File: src/btp_pkg.sv
// btp_pkg: shared codes, field widths and structs for the battery thermal
// protection block. No dependencies; every other file imports it.

package btp_pkg;

   localparam int CUR_W    = 12;
   localparam int MARGIN_W = 9;
   localparam int FAULT_W  = 3;
   localparam int OUTC_W   = 2;
   localparam int IDX_W    = 3;

   // fault codes
   localparam logic [FAULT_W-1:0] FC_NORMAL  = 3'd0;
   localparam logic [FAULT_W-1:0] FC_OVER    = 3'd1;
   localparam logic [FAULT_W-1:0] FC_CHG_INH = 3'd2;
   localparam logic [FAULT_W-1:0] FC_DIS_INH = 3'd3;
   localparam logic [FAULT_W-1:0] FC_DIS_LIM = 3'd4;

   // manual reset outcome codes
   localparam logic [OUTC_W-1:0] RO_NONE   = 2'd0;
   localparam logic [OUTC_W-1:0] RO_ACCEPT = 2'd1;
   localparam logic [OUTC_W-1:0] RO_DENY   = 2'd2;

   // transaction modes
   localparam logic MODE_SAMPLE = 1'b0;
   localparam logic MODE_RESET  = 1'b1;

   // register indexes
   localparam logic [IDX_W-1:0] REG_MAX_TEMP      = 3'd0;
   localparam logic [IDX_W-1:0] REG_MIN_CHG_TEMP  = 3'd1;
   localparam logic [IDX_W-1:0] REG_MIN_DIS_TEMP  = 3'd2;
   localparam logic [IDX_W-1:0] REG_MIN_FULL_TEMP = 3'd3;
   localparam logic [IDX_W-1:0] REG_RESET_MARGIN  = 3'd4;
   localparam logic [IDX_W-1:0] REG_LIMITED_CUR   = 3'd5;
   localparam logic [IDX_W-1:0] REG_FULL_CUR      = 3'd6;

   localparam logic [MARGIN_W-1:0] RESET_MARGIN_DEF = 9'd50;
   localparam logic [CUR_W-1:0]    LIMITED_CUR_DEF  = 12'd100;
   localparam logic [CUR_W-1:0]    FULL_CUR_DEF     = 12'd1000;
   localparam logic [CUR_W-1:0]    CAP_RESET        = 12'd1000;

   typedef struct packed {
      logic [MARGIN_W-1:0] reset_margin;
      logic [CUR_W-1:0]    limited_current;
      logic [CUR_W-1:0]    full_current;
   } cur_cfg_type;

   typedef struct packed {
      logic [FAULT_W-1:0] fault;
      logic               chg_blk;
      logic               dis_blk;
      logic [CUR_W-1:0]   cap;
      logic               rst_need;
      logic               cont_open;
      logic               cool;
   } prot_state_type;

   typedef struct packed {
      logic [FAULT_W-1:0] fault_code;
      logic               charge_allowed;
      logic               discharge_allowed;
      logic [CUR_W-1:0]   allowed_current;
      logic               contactors_opened;
      logic               cooling_on;
      logic               reset_pending;
      logic [OUTC_W-1:0]  reset_outcome;
   } rsp_data_type;

endpackage

File: src/btp_eval.sv
// btp_eval: combinational update of the protection state for one transaction
// and the result fields it produces. Depends on btp_pkg.

module btp_eval
   import btp_pkg::*;
#(
   parameter int TEMP_BITS = 12,
   parameter int TW        = 12
) (
   input  logic                        mode,
   input  logic signed [TEMP_BITS-1:0] temperature,
   input  prot_state_type              state_cur,
   input  logic signed [TW-1:0]        held_cur,
   input  logic signed [TW-1:0]        max_temp,
   input  logic signed [TW-1:0]        min_chg_temp,
   input  logic signed [TW-1:0]        min_dis_temp,
   input  logic signed [TW-1:0]        min_full_temp,
   input  cur_cfg_type                 cur_cfg,
   output prot_state_type              state_nxt,
   output logic signed [TW-1:0]        held_nxt,
   output rsp_data_type                result
);

   function automatic prot_state_type go_normal(prot_state_type s, logic [CUR_W-1:0] full);
      prot_state_type r;
      r = s;
      if (!r.rst_need) begin
         r.fault   = FC_NORMAL;
         r.chg_blk = 1'b0;
         r.dis_blk = 1'b0;
         r.cap     = full;
      end
      return r;
   endfunction

   function automatic prot_state_type go_over(prot_state_type s);
      prot_state_type r;
      r = s;
      if (r.fault != FC_OVER) begin
         r.fault     = FC_OVER;
         r.cont_open = 1'b1;
         r.cool      = 1'b1;
         r.chg_blk   = 1'b1;
         r.dis_blk   = 1'b1;
         r.cap       = '0;
         r.rst_need  = 1'b1;
      end
      return r;
   endfunction

   function automatic prot_state_type go_cold(prot_state_type s, logic signed [TW-1:0] t,
                                              logic signed [TW-1:0] mct,
                                              logic signed [TW-1:0] mdt,
                                              logic signed [TW-1:0] mft,
                                              logic [CUR_W-1:0] lim);
      prot_state_type r;
      r = s;
      if (t < mct && !r.chg_blk) begin
         r.fault   = FC_CHG_INH;
         r.chg_blk = 1'b1;
      end
      priority if (t < mdt) begin
         if (!r.dis_blk || r.fault != FC_DIS_INH) begin
            r.fault   = FC_DIS_INH;
            r.dis_blk = 1'b1;
            r.cap     = '0;
         end
      end else if (t < mft) begin
         // an active discharge inhibit is only cleared from the normal band
         if (r.fault != FC_DIS_LIM && r.fault != FC_DIS_INH) begin
            r.fault   = FC_DIS_LIM;
            r.cap     = lim;
            r.dis_blk = 1'b0;
         end
      end else begin
      end
      return r;
   endfunction

   function automatic prot_state_type do_sample(prot_state_type s, logic signed [TW-1:0] t,
                                                logic signed [TW-1:0] mxt,
                                                logic signed [TW-1:0] mct,
                                                logic signed [TW-1:0] mdt,
                                                logic signed [TW-1:0] mft,
                                                cur_cfg_type cc);
      prot_state_type r;
      r = s;
      priority if (t > mxt) begin
         r = go_over(s);
      end else if (t < mct || t < mft) begin
         if (s.fault != FC_OVER) r = go_cold(s, t, mct, mdt, mft, cc.limited_current);
      end else if (s.fault != FC_OVER || !s.rst_need) begin
         r = go_normal(s, cc.full_current);
      end else begin
      end
      return r;
   endfunction

   logic signed [TW-1:0]   t_in;
   logic signed [TW+1:0]   reset_lim;
   logic signed [TW+1:0]   held_ext;
   prot_state_type         cleared;
   prot_state_type         st;
   logic [OUTC_W-1:0]      outcome;

   assign t_in      = TW'(temperature);
   assign reset_lim = (TW+2)'(max_temp) - $signed((TW+2)'(cur_cfg.reset_margin));
   assign held_ext  = (TW+2)'(held_cur);

   always_comb begin
      cleared           = state_cur;
      cleared.rst_need  = 1'b0;
      cleared.cont_open = 1'b0;
      st                = state_cur;
      held_nxt          = held_cur;
      outcome           = RO_NONE;
      priority if (mode == MODE_SAMPLE) begin
         held_nxt = t_in;
         st = do_sample(state_cur, t_in, max_temp, min_chg_temp, min_dis_temp,
                        min_full_temp, cur_cfg);
      end else if (state_cur.fault == FC_OVER) begin
         if (held_ext <= reset_lim) begin
            // clear the latch, then re-run the held sample
            st = do_sample(go_normal(cleared, cur_cfg.full_current), held_cur, max_temp,
                           min_chg_temp, min_dis_temp, min_full_temp, cur_cfg);
            outcome = RO_ACCEPT;
         end else begin
            outcome = RO_DENY;
         end
      end else begin
      end
   end

   assign state_nxt = st;

   always_comb begin
      result.fault_code        = st.fault;
      result.charge_allowed    = st.fault != FC_OVER && held_nxt >= min_chg_temp && !st.chg_blk;
      result.discharge_allowed = st.fault != FC_OVER && held_nxt >= min_dis_temp && !st.dis_blk;
      priority if (st.fault == FC_OVER || st.dis_blk || held_nxt < min_dis_temp)
         result.allowed_current = '0;
      else if (st.fault == FC_DIS_LIM || held_nxt < min_full_temp)
         result.allowed_current = st.cap;
      else
         result.allowed_current = cur_cfg.full_current;
      result.contactors_opened = st.cont_open;
      result.cooling_on        = st.cool;
      result.reset_pending     = st.rst_need;
      result.reset_outcome     = outcome;
   end

endmodule

File: config.mk
export PLATFORM = sky130hd
export DESIGN_NAME = btp_eval
export DESIGN_NICKNAME = d
export VERILOG_FILES = /design/src/btp_pkg.sv /design/src/btp_eval.sv
export SDC_FILE = /design/constraint.sdc
export NUM_CORES = 1
export LEC_CHECK = 0
export ABC_AREA = 1
export BUFFER_PORTS_ARGS = -buffer_cell sky130_fd_sc_hd__clkbuf_2
export CAP_MARGIN = 30
export CORE_ASPECT_RATIO = 0.8
export CORE_MARGIN = 3
export CORE_UTILIZATION = 59
export DETAILED_ROUTE_END_ITERATION = 10
export PLACE_DENSITY = 0.89
export SLEW_MARGIN = 20
export SYNTH_ARGS = -nofsm -noshare
export SYNTH_HDL_FRONTEND = slang
export SYNTH_SLANG_ARGS = --single-unit
File: constraint.sdc
create_clock -name vclk -period 7.6
set_input_delay 1.14 -clock vclk [all_inputs]
set_output_delay 1.14 -clock vclk [all_outputs]
set_load 0.005 [all_outputs]
; ---- Word level (Yosys, flattened, before mapping)
; Cells that the tools add are included.
; Widths: inputs -> output; s select.
[totals]
regBits = 0
inputBits = 126
out_inout_bits = 54
[classes]
n_addsub = 1
n_lt_le_gt_ge = 13
eq_ne = 10
mux = 50
reduce_logical = 23
[ops]
columns = op, count
row1 = $mux 20, 12
row2 = $mux 13, 8
row3 = $lt 12x12->1, 8
row4 = $mux 17, 4
row5 = $mux 4, 12
row6 = $mux 12, 3
row7 = $ge 12x12->1, 2
row8 = $gt 12x12->1, 2
row9 = $mux 3, 8
row10 = $le 12x13->1, 1
row11 = $sub 12x10->13, 1
row12 = $ne 3x1->1 const B, 3
row13 = $logic_and 1x1->1, 8
row14 = $logic_or 1x1->1, 8
row15 = $logic_not 1->1, 7
row16 = $eq 3x1->1 const B, 2
row17 = $mux 2, 3
row18 = $ne 3x2->1 const B, 2
row19 = $ne 3x3->1 const B, 2
row20 = $eq 3x3->1 const B, 1

; ---- Longest topological paths before layout
; Gate-level depths: netlist of the first run.
[logic_depth]
depth_word = 29
mapped_depth = 30
mapped_depth_nobuf = 29

; ---- Worst setup path before layout of the first run
; No wires, ideal clock.
[synth_timing]
kind = input-to-output
from = input port cur_cfg[26] in the netlist's numbering
to = output port result[10] in the netlist's numbering
arrival_ns = 4.614
required_ns = 6.460
path_slack_ns = 1.846
path_stages = 29
n_path_buf = 1
path_cell_list = inv_1 ha_1 a21oi_1 and2_1 inv_1 a21oi_1 o21bai_1 a21oi_1 o21ai_0 nand2_1 nand2_1 a21oi_1 nand3_1 xor2_1 ha_1 nand2_1 o21ai_0 a21oi_1 nand3_1 a21oi_4 nand2_1 o21ai_0 nand2_1 nand2_2 nor2_2 nand2_4 nand3_4 buf_6 nor2_1
[synth_rtl]
columns = item, line_no
row1 = start: declaration, btp_eval.sv:18  ; input cur_cfg_type cur_cfg,
row2 = end: declaration, btp_eval.sv:21  ; output rsp_data_type result

==> summary.md, run 1 <==
| Metric | Value |
|---|---|
| Final net count | 1398 |
| Post-synthesis sequential area ratio | 0 |
| Drt first pass iters | 5 |
| Post-Syn Instances | 962 |
| Status | finished clean |
| Final core occ | 0.718 |
| Post-CTS Setup Bufs | 0 |
| Row Count | 31 |
| Gr ovfl total | 0 |
| Min cycle time layout | between 6 and 7 ns |
| Most frequent cell after synthesis | nand2_1 |
| Mapped cell area | 0.00573 sq mm |
| # placed instances | 1236 |
| Final Max Tran Viols | 0 |
| Max Cap Viol | 0 |
| Top-area cell type share of the netlist area | 0.321 |
| Via density | 5.65 |
| Adder-cell share of the synthesized area | 0.325 |
| Critical Path Fanout Max | 13 |
| Clock buf count | 0 |
| Worst Setup End Kind | output pin |
| Maximum number of pins on one net before global-route repair | 34 |
| Total track usage | 0.310 |
| Distinct cells, synth | 50 |
| Crit path kind | input pin to output pin |
| Yosys warning count | 0 |
| Cell taking the most area after synthesis | ha_1 |
| Syn Nets | ~1.2k |
| Main combinational cell family by area after synthesis | adder cells |
| WL/cell | 14.2 microns |
| GP Congestion | 0.971 |
| Final WL | 17600 microns |
| WHS | 2.61 ns |
| Overall die area | 0.0109 sq mm |
| Io pins | 180 |
| Final setup viols | 0 |
| Die height | between 90 and 100 microns |
| Starting density of the core | 0.618 |
| Vias | about 7k |
| Post-CTS Hold Buffers | 0 |
| Reg area | 0 sq um |
| Max-slew headroom | 0.503 |
| Critical Path RT | 6.46 ns |
| Fin. Hold Viols | 0 |
| Crit path max-delay family | compound AO/OA/AOI/OAI gates |
| Simple-Gate Fraction of Synth Area | 0.321 |
| Leakage | 4.17 nW |
| Number of global-route vias before repair | 6252 |
| DIE WIDTH | 116 microns |
| Avg Cell Area, Syn | 5.96 sq um |
| RSZ-0062 raised after global routing | no |
| CP bufs+invs | 3 |
| Post-DRT Antenna Nets | 0 |
| Starting DRT DRC Count | 508 |
| Non-filler instance count after layout | 1237 |
| DRC Markers | 0 |
| Crit path arrival time | around 5.5 ns |
| Worst-Margin Slew | 0.745 ns |
| Mux cell area share after synthesis | 0.00175 |
| Fmax achieved | 0.151 GHz |
| PD cells | 80.0 mW/mm^2 |
| Critical Path Max Stage Delay | 0.41 ns |
| HPWL after DPL | 15600 microns |
| Worst vdd ir | 0.0415 mV |
| Final WS setup | ~0.98 ns |
| Period utilization | 0.871 |
| Hold Crit Class | input pin to output pin |
| Layout cells sized above 1 | 0.203 |
| Post-synth top cells | nand2_1, inv_1, ha_1 |
| Startpoint types | input pin |
| Setup tns final | 0 ns |
| Core area | 0.00927 sq mm |
| Crit path top cell by count | nand2_1 |
| Cts repair resizes | 0 |
| Antenna violations before repair | 0 |
| # diodes | 0 |
| Crit-path slowest cell | fa_1 |
| Worst slack, placed | 1.00 ns |
| Synth top area cells | ha_1, nand2_1, inv_1, a21oi_1, o21ai_0 |
| Compound-cell area share of the yosys netlist | 0.205 |
| Global-route wire length before repair | 28200 microns |
| Layout area overhead | 16.2% |
| Post-synthesis xor/xnor area fraction | 0.0168 |
| Buffers on Ports | 180 |
| FFs & Latches | 0 |
[routing by layer]
metal / part of all wire / track usage / wire length (microns)
met5: 0 / 0 / 0
met3: 0.10 / 0.0219 / 1800
met2: 0.43 / 0.503 / 7590
met4: 0.015 / 0.0454 / 267
met1: 0.45 / 0.455 / 7940
[final timing paths]
path | to | depth (start not counted) | start | slack [ns]
worst max-delay path | result[15] | 26 | max_temp[0] | 0.98
worst min-delay path | state_nxt[1] | 4 | state_cur[1] | 2.61
[tightest hold or removal path: stages]
cell	delay [ns]
clkbuf_2	0.08
o22ai_1	0.06
nand2_1	0.08
clkbuf_2	0.11
[metrics by stage]
step	total power, mW	area, sq um
global route	0.607	6660
CTS	0.525	6650
finish	0.533	6660
floorplan	0.367	5730
global placement	0.506	6650
detailed placement	0.523	6650
[power breakdown]
part	leakage [nW]	total, mW	internal, mW	switching, mW
Sequential	0	0	0	0
Combinational	4.17	0.533	0.203	0.329
Clock	0	0	0	0
Total	4.17	0.533	0.203	0.329
[cells in the final DEF (no fill, tap or decap), types with 3 or more instances in the layout]
| master | instances |
|---|---|
| a21oi_1 | 104 |
| buf_4 | 3 |
| clkbuf_2 | 180 |
| ha_1 | 147 |
| inv_1 | 153 |
| inv_2 | 5 |
| nand2_1 | 274 |
| nand2_2 | 11 |
| nand3_1 | 36 |
| nand3_2 | 5 |
| nand3_4 | 3 |
| nand3b_1 | 5 |
| nand4_1 | 13 |
| nor2_1 | 38 |
| nor2_2 | 3 |
| nor3_1 | 11 |
| o211ai_1 | 12 |
| o21ai_0 | 46 |
| o21ai_1 | 12 |
| o21bai_1 | 5 |
| o221ai_1 | 7 |
| o22ai_1 | 5 |
| or2_2 | 4 |
| xnor2_1 | 4 |
| xor2_1 | 7 |
[kinds of logic after synthesis]
group	after synthesis
AND/OR/NAND/NOR	411
AO/OA/AOI/OAI	207
buffers and inverters	184
adder cells (fa/ha/maj)	148
XOR/XNOR	11
multiplexers	1
[cell type report]
cell class                 instances  area, sq um
tap                              115          144
fill                             803         2610
multi-input combinational        778         4980
timing repair buffer             184          928
inverter                         160          604
Power figures use the tool's default switching activity.
==> run 2: changes to the inputs <==
--- a/config.mk
+++ b/config.mk
@@ -12,7 +12,7 @@
 export CORE_MARGIN = 3
 export CORE_UTILIZATION = 59
 export DETAILED_ROUTE_END_ITERATION = 10
-export PLACE_DENSITY = 0.89
+export PLACE_DENSITY = 0.93
 export SLEW_MARGIN = 20
 export SYNTH_ARGS = -nofsm -noshare
 export SYNTH_HDL_FRONTEND = slang
==> run 2 against run 1 <==
Flip-flop and latch count unchanged; global-route usage grew 0.36 points; via count up 0.31%; maximum frequency is 0.74% lower; wire length is essentially flat; design area stayed put; worst setup slack worse by 0.049 ns; core utilization unchanged; critical path depth is 1 higher; largest cell class unchanged.
==> summary.md, run 2 (synthesis gave the netlist of run 1 again) <==
| Metric | Value |
|---|---|
| Period utilization | 0.878 |
| Worst-Margin Slew | about 0.74 ns |
| Critical Path RT | 6.46 ns |
| Layout cells sized above 1 | 0.203 |
| Global-route wire length before repair | 28600 microns |
| Worst vdd ir | 0.0408 mV |
| WL/cell | 14.2 microns |
| Startpoint types | input pin |
| Final WL | 17600 microns |
| Starting density of the core | 0.618 |
| Status | finished clean |
| Crit path kind | input pin to output pin |
| RSZ-0062 raised after global routing | no |
| Via density | 5.67 |
| DIE WIDTH | 116 microns |
| Starting DRT DRC Count | 553 |
| Filler Cell Count | ~800 |
| Core area | approximately 0.0093 sq mm |
| Final Max Tran Viols | 0 |
| Max Cap Viol | 0 |
| Hold Crit Class | input pin to output pin |
| Leakage | 4.17 nW |
| Row Count | 31 |
| Drt first pass iters | 7 |
| Maximum number of pins on one net before global-route repair | 34 |
| Number of global-route vias before repair | roughly 6.4k |
| Critical Path Fanout Max | 13 |
| # diodes | 0 |
| Vias | 7010 |
| Final net count | between 1k and 1.5k |
| PD cells | 80.1 mW/mm^2 |
| DRC Markers | 0 |
| Final setup viols | 0 |
| Post-CTS Setup Bufs | 0 |
| Post-DRT Antenna Nets | 0 |
| Worst slack, placed | 1.01 ns |
| Min cycle time layout | between 6 and 7 ns |
| Final WS setup | a little over 0.9 ns |
| Fmax achieved | 0.150 GHz |
| # placed instances | 1236 |
| Post-CTS Hold Buffers | 0 |
| Die height | 94.1 microns |
| Gr ovfl total | 0 |
| Most common cell after layout, fill and taps aside | nand2_1 |
| Final instance area | 0.00666 sq mm |
| Worst Setup End Kind | output pin |
| Cts repair resizes | 0 |
| Io pins | 180 |
| Crit path arrival time | 5.53 ns |
| Buffers on Ports | 180 |
| Reg area | 0 sq um |
| Fin. Hold Viols | 0 |
| Multi-input gate area | 0.00498 sq mm |
| Critical Path Sink | result[15] |
| Antenna violations before repair | 0 |
| FFs & Latches | 0 |
| Worst Setup SP | max_temp[0] |
| Non-filler instance count after layout | 1237 |
| GP Congestion | 1.01 |
| Overall die area | between 0.01 and 0.015 sq mm |
| Placed cell areas | 0.00665 sq mm |
| Final core occ | 0.718 |
| Clock buf count | 0 |
| Layout area overhead | 16.2% |
| Most frequent cells in the layout | nand2_1, clkbuf_2, inv_1 |
| Max-slew headroom | 0.503 |
| Total track usage | 0.314 |
| HPWL after DPL | about 15000 microns |
| Setup tns final | 0 ns |
-- run 2: power breakdown --
| group | total (mW) | leakage (nW) | switching [mW] | internal (mW) |
|---|---|---|---|---|
| logic | 0.533 | 4.17 | 0.330 | 0.203 |
| registers | 0 | 0 | 0 | 0 |
| clock network | 0 | 0 | 0 | 0 |
-- run 2: worst max-delay path, stage by stage --
cell	delay [ns]
clkbuf_2	0.11
inv_1	0.05
ha_1	0.22
fa_1	0.39
o21ai_0	0.29
a31oi_1	0.17
o21ai_0	0.23
nand2_1	0.08
nand2_1	0.09
a211o_1	0.15
o21ai_0	0.08
inv_1	0.06
ha_1	0.26
a21oi_1	0.16
o21ai_0	0.10
a21oi_1	0.13
nand3_1	0.16
a21oi_4	0.35
nand2_1	0.12
o21ai_1	0.13
nand2_1	0.07
nand3_2	0.15
nand4_4	0.24
nand2_2	0.27
nand2_1	0.08
a21oi_1	0.12
clkbuf_2	0.12
-- run 2: through the flow --
| step | hold WS [ns] | total power, mW |
|---|---|---|
| 2_1_floorplan | 2.37 | 0.367 |
| 3_3_place_gp | 2.60 | 0.503 |
| 3_5_place_dp | 2.59 | 0.521 |
| 4_1_cts | 2.59 | 0.524 |
| 5_1_grt | 2.61 | 0.607 |
| 6_report | 2.59 | 0.533 |
-- run 2: how the worst min path moves through the flow --
stage / start / to / slack (ns) / cells past startpoint
global route: state_cur[0] / result[3] / 2.61 / 3
global placement: state_cur[0] / result[3] / 2.60 / 3
floorplan: mode / held_nxt[0] / 2.37 / 1
detailed placement: state_cur[0] / result[3] / 2.59 / 3
CTS: state_cur[0] / result[3] / 2.59 / 3
finish: state_cur[0] / result[3] / 2.59 / 3
-- run 2: layer usage --
metal,vias up,GRT usage,wire (microns)
li1,3535,-,-
met1,3028,0.456,7710
met3,31,0.0174,1970
met2,416,0.508,7570
met4,0,0.0647,363
met5,-,0,0
-- run 2: layout make-up --
| class | count | area share |
|---|---|---|
| multi-input combinational | 778 | 0.748 |
| timing repair buffer | 184 | 0.139 |
| inverter | 160 | 0.0908 |
| tap | 115 | 0.0216 |
