--- config.mk ---
export PLATFORM = sky130hd
export DESIGN_NAME = btp_csr
export DESIGN_NICKNAME = d
export VERILOG_FILES = /design/src/btp_pkg.sv /design/src/btp_csr.sv
export SDC_FILE = /design/constraint.sdc
export NUM_CORES = 1
export LEC_CHECK = 0
export BUFFER_PORTS_ARGS = -buffer_cell sky130_fd_sc_hd__buf_4
export CAP_MARGIN = 20
export CORE_MARGIN = 4
export CORE_UTILIZATION = 28
export DETAILED_ROUTE_END_ITERATION = 16
export SETUP_SLACK_MARGIN = 0.05
export SYNTH_ARGS = -nofsm -noshare
export SYNTH_HDL_FRONTEND = slang
export SYNTH_SLANG_ARGS = --single-unit
--- constraint.sdc ---
create_clock -name clock -period 4.1 [get_ports clock]
set_clock_uncertainty 0.2 [all_clocks]
set_input_delay 0.41 -clock clock [delete_from_list [all_inputs] [get_ports clock]]
set_output_delay 0.41 -clock clock [all_outputs]
set_load 0.005 [all_outputs]
--- src/btp_pkg.sv ---
// btp_pkg: shared codes, field widths and structs for the battery thermal
// protection block. No dependencies; every other file imports it.

package btp_pkg;

   localparam int CUR_W    = 12;
   localparam int MARGIN_W = 9;
   localparam int FAULT_W  = 3;
   localparam int OUTC_W   = 2;
   localparam int IDX_W    = 3;

   // fault codes
   localparam logic [FAULT_W-1:0] FC_NORMAL  = 3'd0;
   localparam logic [FAULT_W-1:0] FC_OVER    = 3'd1;
   localparam logic [FAULT_W-1:0] FC_CHG_INH = 3'd2;
   localparam logic [FAULT_W-1:0] FC_DIS_INH = 3'd3;
   localparam logic [FAULT_W-1:0] FC_DIS_LIM = 3'd4;

   // manual reset outcome codes
   localparam logic [OUTC_W-1:0] RO_NONE   = 2'd0;
   localparam logic [OUTC_W-1:0] RO_ACCEPT = 2'd1;
   localparam logic [OUTC_W-1:0] RO_DENY   = 2'd2;

   // transaction modes
   localparam logic MODE_SAMPLE = 1'b0;
   localparam logic MODE_RESET  = 1'b1;

   // register indexes
   localparam logic [IDX_W-1:0] REG_MAX_TEMP      = 3'd0;
   localparam logic [IDX_W-1:0] REG_MIN_CHG_TEMP  = 3'd1;
   localparam logic [IDX_W-1:0] REG_MIN_DIS_TEMP  = 3'd2;
   localparam logic [IDX_W-1:0] REG_MIN_FULL_TEMP = 3'd3;
   localparam logic [IDX_W-1:0] REG_RESET_MARGIN  = 3'd4;
   localparam logic [IDX_W-1:0] REG_LIMITED_CUR   = 3'd5;
   localparam logic [IDX_W-1:0] REG_FULL_CUR      = 3'd6;

   localparam logic [MARGIN_W-1:0] RESET_MARGIN_DEF = 9'd50;
   localparam logic [CUR_W-1:0]    LIMITED_CUR_DEF  = 12'd100;
   localparam logic [CUR_W-1:0]    FULL_CUR_DEF     = 12'd1000;
   localparam logic [CUR_W-1:0]    CAP_RESET        = 12'd1000;

   typedef struct packed {
      logic [MARGIN_W-1:0] reset_margin;
      logic [CUR_W-1:0]    limited_current;
      logic [CUR_W-1:0]    full_current;
   } cur_cfg_type;

   typedef struct packed {
      logic [FAULT_W-1:0] fault;
      logic               chg_blk;
      logic               dis_blk;
      logic [CUR_W-1:0]   cap;
      logic               rst_need;
      logic               cont_open;
      logic               cool;
   } prot_state_type;

   typedef struct packed {
      logic [FAULT_W-1:0] fault_code;
      logic               charge_allowed;
      logic               discharge_allowed;
      logic [CUR_W-1:0]   allowed_current;
      logic               contactors_opened;
      logic               cooling_on;
      logic               reset_pending;
      logic [OUTC_W-1:0]  reset_outcome;
   } rsp_data_type;

endpackage

--- src/btp_csr.sv ---
// btp_csr: configuration registers of the thermal protection block.
// Depends on btp_pkg for register indexes, defaults and the current config struct.

module btp_csr
   import btp_pkg::*;
#(
   parameter int TEMP_BITS = 12,
   parameter int TW        = 12
) (
   input  logic                 clock,
   input  logic                 reset,
   input  logic                 csr_we,
   input  logic [IDX_W-1:0]     csr_index,
   input  logic [TW-1:0]        csr_wdata,
   output logic signed [TW-1:0] max_temp,
   output logic signed [TW-1:0] min_chg_temp,
   output logic signed [TW-1:0] min_dis_temp,
   output logic signed [TW-1:0] min_full_temp,
   output cur_cfg_type          cur_cfg
);

   logic signed [TW-1:0] max_temp_ff, min_chg_ff, min_dis_ff, min_full_ff;
   cur_cfg_type          cur_cfg_ff;
   logic signed [TW-1:0] wr_temp;

   // thresholds are sign-extended from the sample width
   assign wr_temp = TW'(signed'(csr_wdata[TEMP_BITS-1:0]));

   always_ff @(posedge clock) begin
      if (reset) begin
         max_temp_ff                <= TW'(600);
         min_chg_ff                 <= TW'(0);
         min_dis_ff                 <= TW'(-200);
         min_full_ff                <= TW'(-100);
         cur_cfg_ff.reset_margin    <= RESET_MARGIN_DEF;
         cur_cfg_ff.limited_current <= LIMITED_CUR_DEF;
         cur_cfg_ff.full_current    <= FULL_CUR_DEF;
      end else if (csr_we) begin
         unique case (csr_index)
            REG_MAX_TEMP:      max_temp_ff <= wr_temp;
            REG_MIN_CHG_TEMP:  min_chg_ff  <= wr_temp;
            REG_MIN_DIS_TEMP:  min_dis_ff  <= wr_temp;
            REG_MIN_FULL_TEMP: min_full_ff <= wr_temp;
            REG_RESET_MARGIN:  cur_cfg_ff.reset_margin    <= csr_wdata[MARGIN_W-1:0];
            REG_LIMITED_CUR:   cur_cfg_ff.limited_current <= csr_wdata[CUR_W-1:0];
            REG_FULL_CUR:      cur_cfg_ff.full_current    <= csr_wdata[CUR_W-1:0];
            default: ;
         endcase
      end
   end

   assign max_temp      = max_temp_ff;
   assign min_chg_temp  = min_chg_ff;
   assign min_dis_temp  = min_dis_ff;
   assign min_full_temp = min_full_ff;
   assign cur_cfg       = cur_cfg_ff;

endmodule

Word level (Yosys, flattened, before mapping)
Cells that the tools add are included.

storage, ports and cells
  flip-flop bits (word level) = 81
  bits of input ports = 18
  output and inout bits = 81
  word-level logic and storage cells = 21

operators by class
  equality and inequality tests = 6
  reduce and logical (&&, ||, !) cells = 8

operator list
  kind                number
  $reduce_and 2->1    7
  $eq 3x3->1 const B  3
  $eq 3x2->1 const B  2
  $eq 3x1->1 const B  1
  $logic_not 3->1     1

Depth between registers and ports, before layout
Gate-level depths: netlist of run 1.

  depth in word-level cells = 2
  gate-level depth with buffers = 5

Worst setup path before layout of run 1
Ideal clock, no wire load.

  kind = input to register
  start point = input csr_we
  end point = register max_temp_ff[9] (netlist: max_temp[9])
  library setup time = 126 ps
  data arrival time = 1378 ps
  data required time = 3774 ps
  slack = 2396 ps
  cell stages on the path = 5
  cells stage by stage = buf_2 > or4b_1 > buf_2 > buf_6 > mux2i_1

between the ends
  word-level cells in the longest chain between the ends = 1

RTL lines
  item                        line           source
  start, declared             btp_csr.sv:12  input logic csr_we,
  $reduce_and 2->1 (no line)  --
  end signal, assigned        btp_csr.sv:40  REG_MAX_TEMP: max_temp_ff <= wr_temp;
  end, declared               btp_csr.sv:22  logic signed [TW-1:0] max_temp_ff, min_chg_ff, min_dis_ff, min_full_ff;

Every way passes these cells.
A chain may end at the register's enable or synchronous reset.

Worst setup path after layout of run 1
  start point = input csr_index[0]
  end point = register max_temp_ff[3] (netlist: max_temp[3])

between the ends
  word-level cells in the longest chain between the ends = 2

RTL lines
  item                        line           source
  start, declared             btp_csr.sv:13  input logic [IDX_W-1:0] csr_index,
  $logic_not 3->1             btp_csr.sv:39  unique case (csr_index)
  $reduce_and 2->1 (no line)  --

Every way passes these cells.

==> results of run 1 <==
## power breakdown
| group | leakage [uW] | internal, uW | switching [uW] | total (uW) |
|---|---|---|---|---|
| Sequential | 0.000657 | 805 | 10.2 | 815 |
| Combinational | 0.00130 | 63.9 | 61.5 | 125 |
| Clock | 0.000139 | 477 | 330 | 807 |
## layer usage
metal / wire length (um) / share of wire / vias up
met5: 0 / 0 / -
met4: 53 / 0.0064 / 0
met3: 606 / 0.073 / 5
met2: 3753 / 0.45 / 56
met1: 3917 / 0.47 / 1091
li1: - / - / 1171
## layout make-up
cell class,instances,area [um^2]
flip-flops and latches,81,1622
fillers,1107,6648
clock buffers,9,225.2
multi-input cells,195,1469
clock inverters,7,78.83
repair buffers,101,765.7
well taps,140,175.2
## cell usage after synthesis, drive strengths merged
cell type  count
dfxtp         81
nand4b         3
nor2          42
mux2i         81
buf           11
nand2b        62
nand4bb        3
clkbuf        12
and4b          1
or4b           1
nor4bb         2
## logic make-up (layout without fill, tap and decap cells)
family	after synthesis	in the layout	synth area share
simple gates	114	114	0.2028
mux	81	81	0.2546
flops	81	81	0.5092
buf+inv	23	117	0.03340
## critical path, stage by stage
cell and delay, ps:
sky130_fd_sc_hd__buf_4 140, sky130_fd_sc_hd__or4b_1 920, sky130_fd_sc_hd__mux2i_1 230
## state kept, by name, summed over array words and instances (netlist names)
name,count
min_chg_temp,12
min_full_temp,12
min_dis_temp,12
cur_cfg,33
max_temp,12
## stage by stage
step,utilization,area [um^2]
after CTS,0.3947,4335
after floorplan,-,3184
after detailed placement,0.3671,4031
after global placement,0.3657,4016
final,0.3947,4335
after global routing,0.3947,4335
## worst paths after layout
path | endpoint | startpoint | cells after the start
hold reg to reg | max_temp[10]$_SDFFE_PP0P_ | max_temp[10]$_SDFFE_PP0P_ | 2
setup / recovery | max_temp[3]$_SDFFE_PP1P_ | csr_index[0] | 3
setup reg to reg | min_full_temp[8]$_SDFFE_PP1P_ | min_full_temp[8]$_SDFFE_PP1P_ | 2
hold / removal | cur_cfg[25]$_SDFFE_PP1P_ | csr_wdata[1] | 3
==> impl_results.md, run 1 <==
- Result of the run: completed
- Min-delay worst type: in -> reg
- Y dimension of the die: 114.6 um
- Final clock period utilization by the worst path: 0.4200
- Data arrival time at the worst-slack endpoint: 1700 ps
- Top library cells by usage in the layout, fill and taps aside: 100 x sky130_fd_sc_hd__buf_4, 81 x sky130_fd_sc_hd__mux2i_1, 81 x sky130_fd_sc_hd__dfxtp_1
- Standard-cell rows: 38
- Post-layout worst setup margin: 2378 ps
- Net count after synthesis: 317
- Sum of net half-perimeters after detailed placement: 5.936 mm
- Synth area leader: sky130_fd_sc_hd__dfxtp_1
- Total power after layout: 1747 uW
- Cell count after synthesis: 299
- Final Hold Slack: 157.3 ps
- Crit path time final: 1722 ps
- Initial Utilization: 0.2899
- Global route total overflow: 0
- Slack of the worst reg-to-reg path: 3230 ps
- DR vias: 2323
- Horizontal extent of the die: 114.6 um
- Wire length of the first global-routing pass: 13.10 mm
- Std-Cell Core Area: 10980 um^2
- Met3 track utilization from global routing: 0.04863
- Number of levels in the clock H-tree: 3
- Antenna violations before repair: 0
- Final Max Slew Viols: 0
- Number of gates resized after CTS: 0
- Clk root buf: sky130_fd_sc_hd__clkbuf_16
- CTS max path bufs: 2
- Global routing met1 resource utilization: 0.1701
- WL/cell: 15.63 um
- Post-synthesis average cell area: 10.65 um^2
- Share of layout cells above drive strength 1: 0.3028
- WP data required: 4080 ps
- Post-detailed-route DRC marker count: 0
- Pre-antenna DRT Iters: 3
- Top-area cell type share of the netlist area: 0.5092
- Final standard cell count with taps included and fillers excluded: 533
- Setup CP Type: in -> reg
- Cell count after placement: 517
- Unrepaired setup endpoints after global routing: no
- Drt first-iter violations: 79
- Max-Cap Viols: 0
- Number of buffers created by CTS: 9
- Post-synth cell types: 12
- Post CTS Setup Buffer Count: 0
- Clock latency reported for the late side of the worst-skew pair: 320 ps
- Clock tree sinks: 81
- Highest ir drop seen on vdd: 0.0002914 V
- Total of flip-flops plus latches after synthesis: 81
- I/O pin cnt: 99
- Highest net fanout along the worst path: 12
- Number of buffers added on ports: 98
- Area enclosed by the die boundary: 13140 um^2
- Crit. End Element: flop
- Final total negative setup slack: 0 ps
- Measured slew at the worst slew-check pin: 904.4 ps
- Pre-CTS setup slack: 1996 ps
- Max-Slew Margin vs Limit: 0.3939
- Number of nets with antenna violations after routing: 0
- Count of final hold-check violations: 0
- Global Route met2 Usage: 0.2026
- Setup Viol. Count Final: 0
- Commonest non-fill, non-tap cell in the layout: sky130_fd_sc_hd__buf_4
- Post-Syn Area: 3184 um^2
- P&R area growth vs syn: 36.15%
- Nets: 406
- Placer Congestion: 0.7153
- P per Cell Area: 402.9 nW/um^2
- GR Util All Layers: 0.1298
- Top post-synthesis cells by area: sky130_fd_sc_hd__dfxtp_1 51%, sky130_fd_sc_hd__mux2i_1 25%, sky130_fd_sc_hd__nand2b_1 12%
- Sort of element at the start of the critical path: input port
- Drt total wl: 8.331 mm
- Clock slew seen by the registers of the worst setup and hold paths: 60 ps
- Peak-usage layer in the global routing report: met2
- TritonCTS clock tree: done
- Ant diodes: 0
- P_leak: 0.002097 uW
- Hold-fix buffers at CTS: 0
- Largest net degree at the start of global routing: 105
- F_max: 580.7 MHz
- Synth warnings: 0
- Via density: 4.358
- Vias in the first global route: 2363
- Share of synthesized area occupied by flip-flops and latches: 0.5092
No activity file was read; power rests on OpenSTA's default activity.
==> run 2: changes to the inputs <==
Settings changed: ABC_AREA from default to 1.
Clock period 4.1 ns to 1.7 ns, I/O delays scaled along.
==> impl_results.md, run 2 <==
- Top-area cell type share of the netlist area: 0.5230 (+0.01377)
- Clock slew seen by the registers of the worst setup and hold paths: 80 ps (+20 ps)
- Highest ir drop seen on vdd: 0.0004391 V (+51%)
- P&R area growth vs syn: 41.49%
- Area used by multi-input combinational logic: 1292 um^2 (-12%)
- Final clock period utilization by the worst path: 0.8806
- Final Max Slew Viols: 0 (unchanged)
- Sort of element at the start of the critical path: input port
- DR vias: 3128 (+35%)
- Vias in the first global route: 3076 (+30%)
- Share of layout cells above drive strength 1: 0.2312 (-0.07162)
- Max-Cap Viols: 0 (unchanged)
- Number of levels in the clock H-tree: 3 (unchanged)
- Pre-antenna DRT Iters: 4 (+1)
- TritonCTS clock tree: done
- Ant diodes: 0 (unchanged)
- Max-Slew Margin vs Limit: 0.6600 (+0.2661)
- Slack of the worst reg-to-reg path: 380 ps (-2850 ps)
- Filler cell count: 1145 (+3.4%)
- Count of final hold-check violations: 0 (unchanged)
- Sum of net half-perimeters after detailed placement: 7.409 mm (+25%)
- Drt total wl: 9.930 mm (+19%)
- GR Util All Layers: 0.1593 (+0.02947)
- Top post-synthesis cells by area: sky130_fd_sc_hd__dfxtp_1 52%, sky130_fd_sc_hd__nand2_1 15%, sky130_fd_sc_hd__nor2_1 13%
- Clock tree sinks: 81 (unchanged)
- CTS max path bufs: 2 (unchanged)
- Total of flip-flops plus latches after synthesis: 81 (unchanged)
- Highest net fanout along the worst path: 2 (-10)
- Number of flip-flops in the largest register: 33 (unchanged)
- Nets: 571 (+41%)
- Min-delay worst type: in -> reg
- Initial Utilization: 0.2860 (-0.003918)
- Commonest non-fill, non-tap cell in the layout: sky130_fd_sc_hd__nand2_1
- Horizontal extent of the die: 113.2 um (-1.2%)
- Synth warnings: 0 (unchanged)
- Post-Syn Area: 3100 um^2 (-2.6%)
- Hold-fix buffers at CTS: 13 (+13)
- Number of buffers added on ports: 98 (unchanged)
- Post-detailed-route DRC marker count: 0 (unchanged)
- WP data required: 1730 ps (-2350 ps)
- Drt first-iter violations: 170 (+120%)
- Global route total overflow: 0 (unchanged)
- Antenna violations before repair: 0 (unchanged)
- Measured slew at the worst slew-check pin: 508.3 ps (-396.0 ps)
- Standard-cell rows: 38 (unchanged)
- P per Cell Area: 921.0 nW/um^2 (+130%)
- Post-synth cell types: 11 (-1)
- Leading register cell type out of synthesis: sky130_fd_sc_hd__dfxtp_1
- Number of buffers created by CTS: 9 (unchanged)
- Setup CP Type: in -> reg
- Largest net degree at the start of global routing: 42 (-60%)
- Crit path time final: 1497 ps
- Number of nets with antenna violations after routing: 0 (unchanged)
- Data arrival time at the worst-slack endpoint: 1530 ps (-170 ps)
- Y dimension of the die: 113.2 um (-1.2%)
- Unrepaired setup endpoints after global routing: no
- Synth area leader: sky130_fd_sc_hd__dfxtp_1
- WL/cell: 14.23 um (-9.0%)
- Clock latency reported for the late side of the worst-skew pair: 340 ps (+20 ps)
- Setup Viol. Count Final: 0 (unchanged)
- Cell types with the highest counts after synthesis: 124 x sky130_fd_sc_hd__nand2_1, 109 x sky130_fd_sc_hd__nor2_1, 81 x sky130_fd_sc_hd__dfxtp_1, 81 x sky130_fd_sc_hd__nand3_1, 18 x sky130_fd_sc_hd__inv_1
- Total power after layout: 4040 uW (+130%)
- P_leak: 0.002118 uW (+1.0%)
- Post-synthesis average cell area: 7.063 um^2 (-34%)
- Final Hold Slack: 53.02 ps (-104.3 ps)
- Most used standard cell by instance count after synthesis: sky130_fd_sc_hd__nand2_1
- Clk root buf: sky130_fd_sc_hd__clkbuf_8
- Result of the run: completed
- Via density: 4.481 (+2.8%)
- Std-Cell Core Area: 10840 um^2 (-1.3%)
- Post CTS Setup Buffer Count: 0 (unchanged)
- Wire length of the first global-routing pass: 16.11 mm (+23%)
- F_max: 668.0 MHz
- Number of gates resized after CTS: 0 (unchanged)
- Combined flip-flop and latch cell area: 1622 um^2 (unchanged)
- Cell count after synthesis: 439 (+47%)
- Share of synthesized area occupied by flip-flops and latches: 0.5230 (+0.01377)
- I/O pin cnt: 99 (unchanged)
- Crit. End Element: flop
- Synth async-reset ratio: 0 (unchanged)
- EDFF count, synth: 0 (unchanged)
- Net count after synthesis: 457 (+44%)
- Placer Congestion: 0.8925 (+25%)
- Area enclosed by the die boundary: 12820 um^2 (-2.4%)
- Final total negative setup slack: 0 ps (unchanged)
- Top library cells by usage in the layout, fill and taps aside: 124 x sky130_fd_sc_hd__nand2_1, 111 x sky130_fd_sc_hd__buf_4, 109 x sky130_fd_sc_hd__nor2_1
-- run 2: changes by cell type after synthesis, moves of 3 or more --
| cell | previous run | this run |
|---|---|---|
| sky130_fd_sc_hd__nand2_1 | 0 | 124 |
| sky130_fd_sc_hd__mux2i_1 | 81 | 0 |
| sky130_fd_sc_hd__nand3_1 | 0 | 81 |
| sky130_fd_sc_hd__nor2_1 | 42 | 109 |
| sky130_fd_sc_hd__nand2b_1 | 62 | 0 |
| sky130_fd_sc_hd__inv_1 | 0 | 18 |
| sky130_fd_sc_hd__clkbuf_1 | 12 | 5 |
| sky130_fd_sc_hd__buf_4 | 0 | 4 |
| sky130_fd_sc_hd__buf_1 | 0 | 3 |
| sky130_fd_sc_hd__nand4b_1 | 3 | 0 |
| sky130_fd_sc_hd__nand4bb_1 | 3 | 0 |
-- run 2: critical path, cell delays in order --
cell	delay (ps)
sky130_fd_sc_hd__dlygate4sd3_1	540
sky130_fd_sc_hd__buf_4	140
sky130_fd_sc_hd__nand2_1	60
sky130_fd_sc_hd__nand3_1	70
sky130_fd_sc_hd__dlygate4sd3_1	560
-- run 2: through the flow --
step                cell area, um^2  std cells  setup slack (ps)  utilization
floorplan                      3100        439             574.6            -
global placement               4034        669             310.2       0.3721
detailed placement             4034        669             297.6       0.3721
CTS                            4387        698             228.9       0.4047
global route                   4387        698             97.45       0.4047
finish                         4387        698             203.1       0.4047
-- run 2: power breakdown --
group | switching (uW) | internal, uW
registers | 38.4 | 1960
clock network | 653 | 911
logic | 260 | 214
total | 951 | 3090
-- run 2: cells by family (layout without fill, tap and decap cells) --
kind of cell,after synthesis,after routing,synth area share
buffers and inverters,42,161,0.06013
and+or+nand+nor,316,316,0.4169
DFF,81,81,0.5230
-- run 2: routing by layer --
layer,track usage,part of all wire,routed length (um),up-vias
li1,-,-,-,1595
met4,0.03606,0.011,112,0
met3,0.05882,0.083,827,13
met5,0,0,0,-
met1,0.2004,0.43,4294,1424
met2,0.2611,0.47,4695,96
-- run 2: path summary, 6_finish.rpt --
check	startpoint	depth (start not counted)	end
max	csr_wdata[1]	5	cur_cfg[25]$_SDFFE_PP1P_
max reg2reg	cur_cfg[25]$_SDFFE_PP1P_	3	cur_cfg[25]$_SDFFE_PP1P_
min	csr_index[0]	5	min_dis_temp[6]$_SDFFE_PP0P_
min reg2reg	min_full_temp[8]$_SDFFE_PP1P_	2	min_full_temp[8]$_SDFFE_PP1P_
-- run 2: cell type report --
cell class,instances,share of cell area
Clock buffer,14,0.03708
Clock inverter,2,0.01369
Inverter,19,0.01626
Multi-Input combinational cell,316,0.2946
Sequential cell,81,0.3697
Tap cell,140,0.03993
Timing Repair Buffer,126,0.2288
==> run 3: changes to the inputs <==
Settings changed: RECOVER_POWER from default to 100.
==> impl_results.md, run 3 (synthesis gave the netlist of run 2 again) <==
- Result of the run: completed
- GR Util All Layers: 0.1593 (unchanged)
- Drt total wl: 9.861 mm (-0.69%)
- Number of buffers added on ports: 98 (unchanged)
- Count of final hold-check violations: 0 (unchanged)
- Share of layout cells above drive strength 1: 0.1703 (-0.06093)
- Vias in the first global route: 3076 (unchanged)
- P_leak: 0.001983 uW (-6.4%)
- Worst Min Path Start: csr_index[1]
- Final total negative setup slack: 0 ps (unchanged)
- P&R area growth vs syn: 37.45%
- Number of buffers created by CTS: 9 (unchanged)
- WP data required: 1710 ps (-20 ps)
- Measured slew at the worst slew-check pin: 632.3 ps (+123.9 ps)
- Worst R2R End: cur_cfg[25]$_SDFFE_PP1P_
- Clk root buf: sky130_fd_sc_hd__clkbuf_8
- P per Cell Area: 940.4 nW/um^2 (+2.1%)
- Placer Congestion: 0.8925 (unchanged)
- Commonest non-fill, non-tap cell in the layout: sky130_fd_sc_hd__nand2_1
- WL/cell: 14.13 um (-0.69%)
- Part of the power in combinational logic: 0.111 (-0.006)
- Slack of the worst reg-to-reg path: 370 ps (about the same)
- Number of nets with antenna violations after routing: 0 (unchanged)
- Highest net fanout along the worst path: 14 (+12)
- Fraction of power spent switching nets: 0.2365 (+0.001094)
- Setup Viol. Count Final: 0 (unchanged)
- Antenna violations before repair: 0 (unchanged)
- Max-Slew Margin vs Limit: 0.5785 (-0.08151)
- DR vias: 3133 (+0.16%)
- Launching instance or port of the critical path: reset
- Horizontal extent of the die: 113.2 um (unchanged)
- Clock latency reported for the late side of the worst-skew pair: 340 ps (about the same)
- Post-route cell area: 4262 um^2 (-2.9%)
- Nets: 571 (unchanged)
- Number of levels in the clock H-tree: 3 (unchanged)
- Total placed instance area: 4034 um^2 (unchanged)
- Final clock period utilization by the worst path: 0.9233 (+0.04279)
- Std-Cell Core Area: 10840 um^2 (unchanged)
- Largest net degree at the start of global routing: 42 (unchanged)
- I/O pin cnt: 99 (unchanged)
- Post-layout worst setup margin: 130.3 ps (-72.74 ps)
- Top library cells by usage in the layout, fill and taps aside: 124 x sky130_fd_sc_hd__nand2_1, 110 x sky130_fd_sc_hd__nor2_1, 81 x sky130_fd_sc_hd__nand3_1, 81 x sky130_fd_sc_hd__dfxtp_1, 60 x sky130_fd_sc_hd__clkbuf_4
- Ant diodes: 0 (unchanged)
- Data arrival time at the worst-slack endpoint: 1580 ps (+50 ps)
- Number of cells on the worst reg-to-reg path: 3 (unchanged)
- Via density: 4.489 (+0.16%)
- Crit path time final: 1570 ps (+72.74 ps)
- Area enclosed by the die boundary: 12820 um^2 (unchanged)
- Filler cell count: 1174 (+2.5%)
- Global route total overflow: 0 (unchanged)
- Startpoint of the lowest-slack register-to-register path: cur_cfg[25]$_SDFFE_PP1P_
- Max-Cap Viols: 0 (unchanged)
- Hold-fix buffers at CTS: 13 (unchanged)
- Final Hold Slack: 61.84 ps (+8.821 ps)
- Clock tree sinks: 81 (unchanged)
- Unrepaired setup endpoints after global routing: no
- Hold Path Cell Cnt: 5 (unchanged)
- Drt first-iter violations: 210 (+24%)
- Internal power contribution: 3060 uW (-0.95%)
- Initial Utilization: 0.2860 (unchanged)
- Wire length of the first global-routing pass: 16.11 mm (unchanged)
- Standard-cell rows: 38 (unchanged)
- Highest ir drop seen on vdd: 0.0004335 V (-1.3%)
- Sum of net half-perimeters after detailed placement: 7.409 mm (unchanged)
- Setup CP Type: in -> reg
- F_max: 637.1 MHz (-4.6%)
- Pre-CTS setup slack: 297.6 ps (unchanged)
- Crit. End Element: flop
- Proportion of power drawn by the clock network: 0.390 (+0.003)
- Number of gates resized after CTS: 0 (unchanged)
- Pre-antenna DRT Iters: 4 (unchanged)
- Post CTS Setup Buffer Count: 0 (unchanged)
- Switching power: 947.8 uW (-0.35%)
- Endpoint, Worst Hold: max_temp[2]$_SDFFE_PP0P_
- CTS max path bufs: 2 (unchanged)
- Final Max Slew Viols: 0 (unchanged)
- Min-delay worst type: in -> reg
- Y dimension of the die: 113.2 um (unchanged)
- TritonCTS clock tree: done
- Sort of element at the start of the critical path: input port
- Sequential share of power: 0.499 (+0.003)
- Clock slew seen by the registers of the worst setup and hold paths: 70 ps (about the same)
- Number of flip-flops in the largest register: 33 (unchanged)
- Post-detailed-route DRC marker count: 0 (unchanged)
[run 3: metal layers]
metal | GRT usage | part of all wire
met1 | 0.2004 | 0.43
met2 | 0.2611 | 0.47
met3 | 0.05882 | 0.081
met4 | 0.03606 | 0.012
met5 | 0 | 0
[run 3: worst max-delay path by stage]
stage,endpoint,cells past startpoint
2_1_floorplan,max_temp[10]$_SDFFE_PP0P_,5
3_3_place_gp,min_chg_temp[4]$_SDFFE_PP0P_,6
3_5_place_dp,cur_cfg[20]$_SDFFE_PP0P_,7
4_1_cts,cur_cfg[25]$_SDFFE_PP1P_,7
5_1_grt,max_temp[9]$_SDFFE_PP1P_,4
6_report,cur_cfg[7]$_SDFFE_PP1P_,4
[run 3: layout make-up]
class	count	area, um^2	area share
clock buffers	14	162.7	0.03817
clock inverters	2	60.06	0.01409
inverters	19	71.32	0.01674
multi-input cells	316	1290	0.3027
flip-flops and latches	81	1622	0.3805
well taps	140	175.2	0.04110
repair buffers	126	880.8	0.2067
[run 3: critical path, cell delays in order]
cell,delay (ps)
sky130_fd_sc_hd__clkbuf_4,100
sky130_fd_sc_hd__inv_1,230
sky130_fd_sc_hd__dlygate4sd3_1,930
sky130_fd_sc_hd__nand3_1,140
[run 3: metrics by stage]
step	utilization	std cells	total power, uW
after floorplan	-	439	2261
after global placement	0.3721	669	2494
after detailed placement	0.3721	669	2502
after CTS	0.4047	698	4097
after global routing	0.3931	698	4207
final	0.3931	698	4007
[run 3: power by group through the flow]
stage          registers [uW]  logic, uW  clock network [uW]
2_1_floorplan            2050        215                   0
3_5_place_dp             2050        455                   0
3_3_place_gp             2050        449                   0
5_1_grt                  2010        503                1690
4_1_cts                  2000        480                1610
6_report                 2000        445                1560
